**src/rtl/core/b64lw_pkg.sv**
```systemverilog
// Package for the line-wrapping Base64 encoder.
// Holds the payload and queue entry types, character constants and the alphabet lookup.
// It has no dependencies.
package b64lw_pkg;

  localparam int BPL_W = 10;
  localparam int QUEUE_DEPTH = 2;

  localparam logic [7:0] PAD_CHAR = 8'h3D;
  localparam logic [7:0] NEWLINE_CHAR = 8'h0A;

  typedef struct packed {
    logic [7:0] data_byte;
    logic       last_byte;
  } src_item_t;

  typedef struct packed {
    logic [7:0] out_char;
    logic       last_char;
  } dst_item_t;

  typedef struct packed {
    logic [3:0][5:0] sextet;
    logic            pad_third;
    logic            pad_fourth;
    logic            newline;
    logic            last;
  } block_t;

  function automatic logic [7:0] b64_char(input logic [5:0] value);
    logic [7:0] v;
    v = {2'b00, value};
    if (value < 6'd26) begin
      return 8'h41 + v;
    end else if (value < 6'd52) begin
      return 8'h61 + v - 8'd26;
    end else if (value < 6'd62) begin
      return 8'h30 + v - 8'd52;
    end else if (value == 6'd62) begin
      return 8'h2B;
    end else begin
      return 8'h2F;
    end
  endfunction

endpackage

```
**src/rtl/core/b64lw_front.sv**
```systemverilog
// Front end of the encoder: gathers bytes into groups of three and counts blocks per line.
// Pushes one finished block description into the queue per group.
// Depends on b64lw_pkg.
module b64lw_front
  import b64lw_pkg::*;
(
  input  logic             clk,
  input  logic             rst,
  input  logic [BPL_W-1:0] blocks_per_line,
  input  logic             src_valid,
  input  src_item_t        src_item,
  output logic             src_stall,
  input  logic             queue_full,
  output logic             push,
  output block_t           push_data
);

  logic [15:0]      held_bytes;
  logic [1:0]       group_fill;
  logic [BPL_W-1:0] line_block_count;
  logic [BPL_W-1:0] line_block_count_next;
  logic [BPL_W-1:0] count_inc;
  logic             accept;
  logic             emit;
  logic             newline;
  logic [7:0]       b0, b1, b2;

  assign src_stall = queue_full;
  assign accept = src_valid && !queue_full;
  assign emit = (group_fill == 2'd2) || src_item.last_byte;
  assign push = accept && emit;

  always_comb begin
    b0 = held_bytes[15:8];
    b1 = held_bytes[7:0];
    b2 = src_item.data_byte;
    if (group_fill == 2'd0) begin
      b0 = src_item.data_byte;
      b1 = '0;
      b2 = '0;
    end else if (group_fill == 2'd1) begin
      b1 = src_item.data_byte;
      b2 = '0;
    end
  end

  always_comb begin
    count_inc = line_block_count + 1'b1;
    newline = 1'b0;
    line_block_count_next = '0;
    if (blocks_per_line != '0) begin
      if (count_inc >= blocks_per_line) begin
        newline = 1'b1;
      end else begin
        line_block_count_next = count_inc;
      end
    end
    if (src_item.last_byte) begin
      line_block_count_next = '0;
    end
  end

  always_comb begin
    push_data.sextet[0] = b0[7:2];
    push_data.sextet[1] = {b0[1:0], b1[7:4]};
    push_data.sextet[2] = {b1[3:0], b2[7:6]};
    push_data.sextet[3] = b2[5:0];
    push_data.pad_third = (group_fill == 2'd0);
    push_data.pad_fourth = (group_fill != 2'd2);
    push_data.newline = newline;
    push_data.last = src_item.last_byte;
  end

  always_ff @(posedge clk) begin
    if (rst) begin
      group_fill <= '0;
      line_block_count <= '0;
    end else if (accept) begin
      if (emit) begin
        group_fill <= '0;
        line_block_count <= line_block_count_next;
      end else begin
        group_fill <= group_fill + 1'b1;
      end
    end
  end

  always_ff @(posedge clk) begin
    if (accept && !emit) begin
      if (group_fill == 2'd0) begin
        held_bytes[15:8] <= src_item.data_byte;
      end else begin
        held_bytes[7:0] <= src_item.data_byte;
      end
    end
  end

  a_fill_range: assert property (@(posedge clk) disable iff (rst)
    group_fill != 2'd3)
    else $error("Group fill left its range.");

  a_line_restart: assert property (@(posedge clk) disable iff (rst)
    (push && (push_data.newline || push_data.last || blocks_per_line == '0)) |=>
      (line_block_count == '0))
    else $error("Line block count not cleared at the end of a line.");

endmodule

```
**src/rtl/core/b64lw_fifo.sv**
```systemverilog
// Short queue of block descriptions between the front and back ends.
// Register array with a pointer pair and a fill count.
// Depends on b64lw_pkg.
module b64lw_fifo
  import b64lw_pkg::*;
#(
  parameter int DEPTH = QUEUE_DEPTH
)
(
  input  logic   clk,
  input  logic   rst,
  input  logic   push,
  input  block_t push_data,
  input  logic   pop,
  output block_t head,
  output logic   full,
  output logic   empty
);

  localparam int IDX_W = (DEPTH > 1) ? $clog2(DEPTH) : 1;
  localparam int CNT_W = $clog2(DEPTH + 1);

  block_t           slots [DEPTH];
  logic [IDX_W-1:0] wr_ptr;
  logic [IDX_W-1:0] rd_ptr;
  logic [CNT_W-1:0] count;

  assign full = (count == CNT_W'(DEPTH));
  assign empty = (count == '0);
  assign head = slots[rd_ptr];

  always_ff @(posedge clk) begin
    if (rst) begin
      wr_ptr <= '0;
      rd_ptr <= '0;
      count <= '0;
    end else begin
      if (push) begin
        wr_ptr <= (wr_ptr == IDX_W'(DEPTH - 1)) ? '0 : wr_ptr + 1'b1;
      end
      if (pop) begin
        rd_ptr <= (rd_ptr == IDX_W'(DEPTH - 1)) ? '0 : rd_ptr + 1'b1;
      end
      case ({push, pop})
        2'b10:   count <= count + 1'b1;
        2'b01:   count <= count - 1'b1;
        default: count <= count;
      endcase
    end
  end

  always_ff @(posedge clk) begin
    if (push) begin
      slots[wr_ptr] <= push_data;
    end
  end

  a_no_overflow: assert property (@(posedge clk) disable iff (rst)
    push |-> !full)
    else $error("Push into a full queue.");

  a_no_underflow: assert property (@(posedge clk) disable iff (rst)
    pop |-> !empty)
    else $error("Pop from an empty queue.");

endmodule

```
**src/rtl/core/b64lw_back.sv**
```systemverilog
// Back end of the encoder: takes block descriptions from the queue and, unless stalled,
// sends one character per cycle through a registered output stage. Depends on b64lw_pkg.
module b64lw_back
  import b64lw_pkg::*;
(
  input  logic      clk,
  input  logic      rst,
  input  block_t    head,
  input  logic      empty,
  output logic      pop,
  output logic      dst_valid,
  output dst_item_t dst_item,
  input  logic      dst_stall
);

  localparam logic [2:0] POS_FIRST = 3'd0;
  localparam logic [2:0] POS_SECOND = 3'd1;
  localparam logic [2:0] POS_THIRD = 3'd2;
  localparam logic [2:0] POS_FOURTH = 3'd3;
  localparam logic [2:0] POS_NEWLINE = 3'd4;

  block_t     cur;
  logic       cur_valid;
  logic [2:0] pos;
  logic       advance;
  logic       at_end;
  dst_item_t  char_next;

  assign advance = cur_valid && (!dst_valid || !dst_stall);
  assign at_end = (pos == (cur.newline ? POS_NEWLINE : POS_FOURTH));
  assign pop = !empty && (!cur_valid || (advance && at_end));

  always_comb begin
    char_next.last_char = 1'b0;
    unique case (pos)
      POS_FIRST:  char_next.out_char = b64_char(cur.sextet[0]);
      POS_SECOND: char_next.out_char = b64_char(cur.sextet[1]);
      POS_THIRD:  char_next.out_char = cur.pad_third ? PAD_CHAR : b64_char(cur.sextet[2]);
      POS_FOURTH: begin
        char_next.out_char = cur.pad_fourth ? PAD_CHAR : b64_char(cur.sextet[3]);
        char_next.last_char = cur.last && !cur.newline;
      end
      POS_NEWLINE: begin
        char_next.out_char = NEWLINE_CHAR;
        char_next.last_char = cur.last;
      end
      default:    char_next.out_char = '0;
    endcase
  end

  always_ff @(posedge clk) begin
    if (rst) begin
      cur_valid <= 1'b0;
      dst_valid <= 1'b0;
      pos <= POS_FIRST;
    end else begin
      if (pop) begin
        cur_valid <= 1'b1;
        pos <= POS_FIRST;
      end else if (advance) begin
        pos <= pos + 1'b1;
        if (at_end) begin
          cur_valid <= 1'b0;
        end
      end
      if (advance) begin
        dst_valid <= 1'b1;
      end else if (!dst_stall) begin
        dst_valid <= 1'b0;
      end
    end
  end

  always_ff @(posedge clk) begin
    if (pop) begin
      cur <= head;
    end
    if (advance) begin
      dst_item <= char_next;
    end
  end

  a_pos_range: assert property (@(posedge clk) disable iff (rst)
    cur_valid |-> (pos <= POS_NEWLINE && (pos != POS_NEWLINE || cur.newline)))
    else $error("Character position beyond the end of its block.");

  a_advance_loads: assert property (@(posedge clk) disable iff (rst)
    advance |=> dst_valid)
    else $error("Character produced but not presented.");

endmodule

```
**src/rtl/core/base64_line_wrap_encoder_top.sv**
```systemverilog
// Top level of the line-wrapping Base64 encoder.
// Instantiates b64lw_front, b64lw_fifo and b64lw_back; depends on b64lw_pkg.
//
// Usage: source bytes enter on the src channel (src_valid, src_stall, src_item) with
// last_byte set on the final byte of a stream. Characters leave on the dst channel
// (dst_valid, dst_stall, dst_item), one per cycle unless stalled or out of blocks, with
// last_char on the final one. Each group of three bytes, or the final partial group,
// gives four characters with '=' padding; after every blocks_per_line blocks a newline
// follows, none when it is zero. blocks_per_line is written through cfg_wr_en and
// cfg_wr_data; the user must do so only while the block is idle, which it does not
// enforce. A block's first character passes the queue slot, the current-block register
// and the output register after the byte that completes its group is accepted. A byte
// is accepted every cycle while the block queue has room; sustained input is paced by
// the output. Reset clears the open group, the line counter, the queue and
// blocks_per_line. When the receiver stalls, the output character holds, the queue
// fills and then src_stall rises until characters move again.
module base64_line_wrap_encoder_top
  import b64lw_pkg::*;
#(
  parameter int QUEUE_SLOTS = QUEUE_DEPTH
)
(
  input  logic             clk,
  input  logic             rst,
  input  logic             cfg_wr_en,
  input  logic [BPL_W-1:0] cfg_wr_data,
  input  logic             src_valid,
  input  src_item_t        src_item,
  output logic             src_stall,
  output logic             dst_valid,
  output dst_item_t        dst_item,
  input  logic             dst_stall
);

  logic [BPL_W-1:0] blocks_per_line;
  logic             push;
  logic             pop;
  logic             queue_full;
  logic             queue_empty;
  block_t           push_data;
  block_t           head;

  always_ff @(posedge clk) begin
    if (rst) begin
      blocks_per_line <= '0;
    end else if (cfg_wr_en) begin
      blocks_per_line <= cfg_wr_data;
    end
  end

  b64lw_front u_front (
    .clk             (clk),
    .rst             (rst),
    .blocks_per_line (blocks_per_line),
    .src_valid       (src_valid),
    .src_item        (src_item),
    .src_stall       (src_stall),
    .queue_full      (queue_full),
    .push            (push),
    .push_data       (push_data)
  );

  b64lw_fifo #(
    .DEPTH (QUEUE_SLOTS)
  ) u_fifo (
    .clk       (clk),
    .rst       (rst),
    .push      (push),
    .push_data (push_data),
    .pop       (pop),
    .head      (head),
    .full      (queue_full),
    .empty     (queue_empty)
  );

  b64lw_back u_back (
    .clk       (clk),
    .rst       (rst),
    .head      (head),
    .empty     (queue_empty),
    .pop       (pop),
    .dst_valid (dst_valid),
    .dst_item  (dst_item),
    .dst_stall (dst_stall)
  );

endmodule
```
**config.mk**
```make
export PLATFORM = sky130hd
export DESIGN_NAME = base64_line_wrap_encoder_top
export DESIGN_NICKNAME = d
export VERILOG_FILES = /design/src/rtl/core/b64lw_pkg.sv /design/src/rtl/core/b64lw_front.sv /design/src/rtl/core/b64lw_fifo.sv /design/src/rtl/core/b64lw_back.sv /design/src/rtl/core/base64_line_wrap_encoder_top.sv
export SDC_FILE = /design/constraint.sdc
export NUM_CORES = 1
export LEC_CHECK = 0
export CELL_PAD_IN_SITES_DETAIL_PLACEMENT = 0
export CELL_PAD_IN_SITES_GLOBAL_PLACEMENT = 1
export CORE_UTILIZATION = 55
export DETAILED_ROUTE_END_ITERATION = 8
export DONT_BUFFER_PORTS = 1
export PLACE_DENSITY = 0.92
export SYNTH_ARGS = -nofsm -noshare
export SYNTH_HDL_FRONTEND = slang
export SYNTH_SLANG_ARGS = --single-unit
```
**constraint.sdc**
```tcl
create_clock -name clk -period 5.75 [get_ports clk]
set_input_delay 0.2875 -clock clk [delete_from_list [all_inputs] [get_ports clk]]
set_output_delay 0.2875 -clock clk [all_outputs]
set_load 0.01 [all_outputs]
```
==> flow_metrics.tcl, run 1 <==
set metrics [dict create \
    outcome "completed" \
    cp.required_ns 5.89 \
    worstHoldPathType "primary input to flop" \
    die_height_um 121 \
    synth_cell_type_count 60 \
    overflow 0 \
    io_buffers 0 \
    ys_async_sr_fraction_pct 0 \
    ant_nets 0 \
    numCtsBuffers 17 \
    clk_path_buf_depth 2 \
    cap_viol_max_count 0 \
    wl_per_cell_um 18.3 \
    antenna_found_initial 0 \
    postSynthCellCount 699 \
    peakVddDrop_v 0.000285 \
    syn2layout_area_growth_pct 11.4 \
    crit_arrival_ns 3.06 \
    route.vias.total 5431 \
    setup_viol 0 \
    synth_edf_count 109 \
    yosysSeqAreaShare_pct 49.9 \
    dp_hpwl_mm 11.7 \
    maxSlewViolCount 0 \
    cts_tree "done" \
    worstMarginPinSlew_ns 0.809 \
    nets 790 \
    startpoint_type "flop" \
    cts.clk_slew.worst_paths_ns 0.06 \
    drive_gt1_share_pct 12.6 \
    finalCritPeriodShare_pct 50.7 \
    slew_headroom_pct 45.7 \
    p_leak_nw 3.28 \
    htree_levels 4 \
    grt_start_max_net_pins 32 \
    die_area_mm2 0.0147 \
    crit_type "flop to flop" \
    hp-start "cfg_wr_data[9]" \
    die_w_um 121 \
    start_util_pct 56.2 \
    ys_ff_latch 140 \
    cts.repair.resized 0 \
    fin_skew_ns 0.0117 \
    cts_sinks 140 \
    avgSynthCellArea_um2 11.2 \
    final_cell_mix "109 x edfxtp_1, 57 x ha_1, 48 x nand2_1" \
    num_antenna_cells 0 \
    core_region_area_mm2 0.0139 \
    nFillCells 1046 \
    routed_wl_mm 16.5 \
    cp-startpoint "u_front.line_block_count[0]" \
    cp_max_fo 7 \
    grt_pass1_vias 5236 \
    reg2reg_from "u_front.line_block_count[0]" \
    synthFlopType "edfxtp_1" \
    drt_first_iter_violations 584 \
    setup_tns_ns 0 \
    vias_per_cell 6.02 \
    syn-cell-area_mm2 0.00780 \
    hold_viol 0 \
    power.total_mw 4.27 \
    ioPinCount 35 \
    clock_latency_ns 0.42 \
    grt_pass1_wl_mm 26.8 \
    rsz0062_at_grt "false" \
    yosys_warnings 0 \
    first_pass_iters 5 \
    grt_use_total_pct 23.9 \
    endpoint_kind "flop" \
    cts_root_buffer "clkbuf_16" \
    min_period_ns 2.92 \
    fmax_ghz 0.343 \
    final_common_cell "edfxtp_1" \
    power.density_mw_per_mm2 492 \
    gp_congestion 0.938 \
    num_rows 43 \
    syn_nets 780 \
    drt_drc_violations_left 0 \
]
[kinds of logic (layout without fill, tap and decap cells)]
kind of cell / count (synthesis) / count (layout) / synth area share (%)
AOI/OAI and AO/OA: 156 / 156 / 13.7
xor gates and xnor gates: 28 / 28 / 3.14
adders and majority gates: 57 / 57 / 9.14
buffers and inverters: 70 / 93 / 3.53
DFF: 140 / 140 / 49.9
muxes: 61 / 61 / 8.43
and+or+nand+nor: 187 / 187 / 12.1
[path summary, 6_finish.rpt]
check / cells past startpoint / to / slack, ns
max: 10 / u_fifo.slots[1][1] / 2.83
min: 2 / blocks_per_line[9] / 0.02
max reg2reg: 10 / u_fifo.slots[1][1] / 2.83
min reg2reg: 2 / u_back.cur_valid / 0.51
[metal layers]
layer  share of wire [%]  routed length [um]  up-vias  global-route usage (%)
li1                    -                   -     2621                       -
met4                 1.9                 322        0                    9.72
met2                  48                7980      201                    39.3
met3                 5.1                 846       30                    4.89
met1                  45                7390     2579                    30.9
met5                   0                   0        -                       0
[report_power, final]
group | internal [mW] | switching (mW)
clock network | 0.689 | 0.414
registers | 1.38 | 0.237
logic | 0.615 | 0.941
total | 2.68 | 1.59
[state kept, by name (all words and copies together) (netlist names)]
register	flops
blocks_per_line	10
u_back.cur	28
u_back.cur_valid	1
u_back.dst_item	9
u_back.dst_valid	1
u_back.pos	3
u_fifo.count	2
u_fifo.rd_ptr	1
u_fifo.slots	56
u_fifo.wr_ptr	1
u_front.group_fill	2
u_front.held_bytes	16
u_front.line_block_count	10
[critical path, stage by stage (launching register included)]
cell	delay (ns)
dfxtp_1	0.42
ha_1	0.22
nand3_1	0.12
or2_2	0.35
nor2_1	0.14
xor2_1	0.24
ha_1	0.29
and4_1	0.20
o21ai_0	0.25
or2_2	0.29
a21oi_1	0.11
[synth_stat cells, drive strengths merged (3+ instances only)]
library cell / number / share of area (%)
o2111ai: 4 / 0.45
mux2i: 23 / 3.0
nor2b: 12 / 0.96
a31oi: 11 / 0.88
nand2: 48 / 2.3
edfxtp: 109 / 42
a211oi: 7 / 0.67
a22oi: 5 / 0.48
nand2b: 11 / 0.88
xnor2: 21 / 2.4
xor2: 7 / 0.79
dfxtp: 31 / 8.0
o221ai: 4 / 0.45
a211o: 3 / 0.34
or2: 6 / 0.48
nand4: 5 / 0.40
a32o: 8 / 1.0
nor4: 6 / 0.87
buf: 9 / 0.59
clkbuf: 16 / 0.77
o311ai: 7 / 0.79
nor3: 8 / 0.51
nand3: 19 / 1.2
ha: 57 / 9.1
a21oi: 39 / 2.5
a21o: 9 / 0.87
and2: 13 / 1.1
inv: 45 / 2.2
or3: 5 / 0.40
mux2: 38 / 5.5
nor2: 46 / 2.2
a311oi: 8 / 0.90
o21ai: 26 / 1.7
o211ai: 5 / 0.55
o31ai: 6 / 0.58
[final cells by class]
| type | instances | area (um^2) | share of cell area, % |
|---|---|---|---|
| multi-input cells | 489 | 3640 | 41.9 |
| inverters | 45 | 169 | 1.94 |
| clock buffers | 22 | 518 | 5.96 |
| well taps | 180 | 225 | 2.59 |
| clock inverters | 10 | 96.3 | 1.11 |
| repair buffers | 16 | 145 | 1.67 |
| flip-flops and latches | 140 | 3890 | 44.8 |
[stage by stage]
| step | cells | area (um^2) | util, % | worst slack, ns | hold slack [ns] |
|---|---|---|---|---|---|
| 2_1_floorplan | 699 | 7800 | - | 2.06 | 0.386 |
| 3_3_place_gp | 860 | 7980 | 57.5 | 2.98 | 0.362 |
| 3_5_place_dp | 860 | 7980 | 57.5 | 2.86 | 0.363 |
| 4_1_cts | 902 | 8690 | 62.6 | 2.79 | 0.0131 |
| 5_1_grt | 902 | 8690 | 62.6 | 2.54 | 0.0130 |
| 6_report | 902 | 8690 | 62.6 | 2.83 | 0.0193 |
[repair_timing]
item,4_1_cts,5_1_grt
hold endpoints to repair,28,0
setup buffers,0,0
hold buffers,10,0
Note: power is estimated with default switching activity, not from simulation.
==> inputs of run 2 (changes only) <==
CORE_UTILIZATION = 47   (was 55)
PLACE_DENSITY = 0.85   (was 0.92)
clock period = 2.36 ns   (was 5.75 ns; I/O delays follow)
==> flow_metrics.tcl, run 2 (synthesis gave the netlist of run 1 again) <==
set metrics [dict create \
    fmax_ghz 0.429 \
    power.density_mw_per_mm2 1150 \
    start_util_pct 48.6 \
    routed_wl_mm 17.8 \
    wl_per_cell_um 17.5 \
    fin_skew_ns 0.0122 \
    core_region_area_mm2 0.0161 \
    peakVddDrop_v 0.000644 \
    startpoint_type "flop" \
    reg.largest.list "u_fifo.slots x56, u_back.cur x28, u_front.held_bytes x16" \
    drt_drc_violations_left 0 \
    final_cell_mix "109 x edfxtp_1, 64 x buf_4, 55 x ha_1" \
    finalCritPeriodShare_pct 98.8 \
    ant_nets 0 \
    first_pass_iters 5 \
    pwr-share-clk_pct 24.0 \
    cts_sinks 140 \
    cts_root_buffer "clkbuf_16" \
    slew_headroom_pct 40.6 \
    cts.clk_slew.worst_paths_ns 0.06 \
    cp-startpoint "u_front.line_block_count[5]" \
    reg2reg_from "u_front.line_block_count[5]" \
    nets 872 \
    outcome "completed" \
    seqPwrFrac_pct 34.3 \
    num_antenna_cells 0 \
    rsz0062_at_grt "true" \
    die_area_mm2 0.0171 \
    num_rows 46 \
    syn2layout_area_growth_pct 23.0 \
    drive_gt1_share_pct 22.3 \
    largest_reg_flops 56 \
    hp-start "src_item[1]" \
    cp_top_family "simple AND/OR/NAND/NOR gates" \
    route.vias.total 5692 \
    htree_levels 4 \
    crit_arrival_ns 2.64 \
    slowest_stage "dfxtp_1" \
    p_leak_nw 3.66 \
    switching_share_pct 36.6 \
    grt_start_max_net_pins 31 \
    clock_latency_ns 0.42 \
    maxSlewViolCount 0 \
    p_int_mw 7.00 \
    io_buffers 0 \
    min_period_ns 2.33 \
    setup_viol 0 \
    hold_viol 0 \
    post-route-cell-area_mm2 0.00960 \
    cp_common_cell "or2_4" \
    clk_path_buf_depth 2 \
    grt_pass1_wl_mm 28.5 \
    dpl_cell_area_mm2 0.00851 \
    vias_per_cell 5.58 \
    final_common_cell "edfxtp_1" \
    grt_use_total_pct 22.0 \
    cap_viol_max_count 0 \
    cp.required_ns 2.67 \
    dp_hpwl_mm 12.5 \
    cts_tree "done" \
    antenna_found_initial 0 \
    grt_pass1_vias 5635 \
    path_buf_inv 0 \
    pwr-share-comb_pct 41.7 \
    path_cells "nand2_1, or2_4, nor2_4, xor2_2, ha_1, and4_1, o21ai_2, or2_4, a32o_1" \
    p_sw_mw 4.04 \
    gp_congestion 0.905 \
    worstHoldPathType "primary input to flop" \
    worstMarginPinSlew_ns 0.888 \
    crit_type "flop to flop" \
    numCtsBuffers 17 \
    ioPinCount 35 \
    die_w_um 131 \
    die_height_um 131 \
    slowest_delay_ns 0.50 \
    cp_max_fo 7 \
    drt_first_iter_violations 388 \
    timing.hold.ws_ns 0.0158 \
    endpoint_kind "flop" \
    overflow 0 \
    top_register "u_fifo.slots" \
]
==> run 2: what timing repair did <==
action | 4_1_cts | 5_1_grt
setup buffers | 2 | 5
resized for setup | 7 | 24
pin swaps | 3 | 11
gates cloned | 0 | 0
setup endpoints to repair | 10 | 19
hold endpoints to repair | 80 | 0
hold buffers | 31 | 0
==> run 2: final timing paths <==
check	end	slack (ns)	depth (start not counted)
worst max-delay path	u_front.line_block_count[5]	0.03	9
worst max register to register	u_front.line_block_count[5]	0.03	9
worst min register to register	u_front.line_block_count[9]	0.50	1
worst min-delay path	u_fifo.slots[0][18]	0.02	2
==> run 2: power by group through the flow <==
stage                     Sequential [mW]  Clock [mW]  Combinational (mW)
final                                3.79        2.65                4.60
after CTS                            3.78        2.70                4.51
after global placement               3.81           0                4.37
after floorplan                      3.72           0                3.03
after global routing                 3.86        2.78                5.09
after detailed placement             3.83           0                4.41
==> run 2: final cells by class <==
class | count | area [um^2]
fill | 1238 | 6460
sequential | 140 | 3900
multi-input combinational | 489 | 3820
timing repair buffer | 98 | 842
clock buffer | 19 | 443
tap | 216 | 270
inverter | 45 | 169
clock inverter | 13 | 151
==> run 2: metrics by stage <==
step / setup TNS, ns / power (mW) / setup WS (ns) / utilization (%) / instances
finish: 0 / 11.0 / 0.0286 / 59.8 / 1020
global route: -0.194 / 11.7 / -0.0276 / 59.8 / 1020
CTS: 0 / 11.0 / 0.00659 / 58.9 / 1015
detailed placement: -0.432 / 8.24 / -0.0661 / 53.0 / 950
global placement: 0 / 8.17 / 0.00483 / 53.0 / 950
floorplan: -5.47 / 6.76 / -0.0968 / - / 699
==> run 2: metal layers <==
metal / track usage [%] / vias up / share of wire (%)
li1: - / 2783 / -
met1: 29.5 / 2749 / 46
met2: 35.9 / 145 / 49
met3: 3.62 / 15 / 3.9
met4: 8.05 / 0 / 0.99
met5: 0 / - / 0
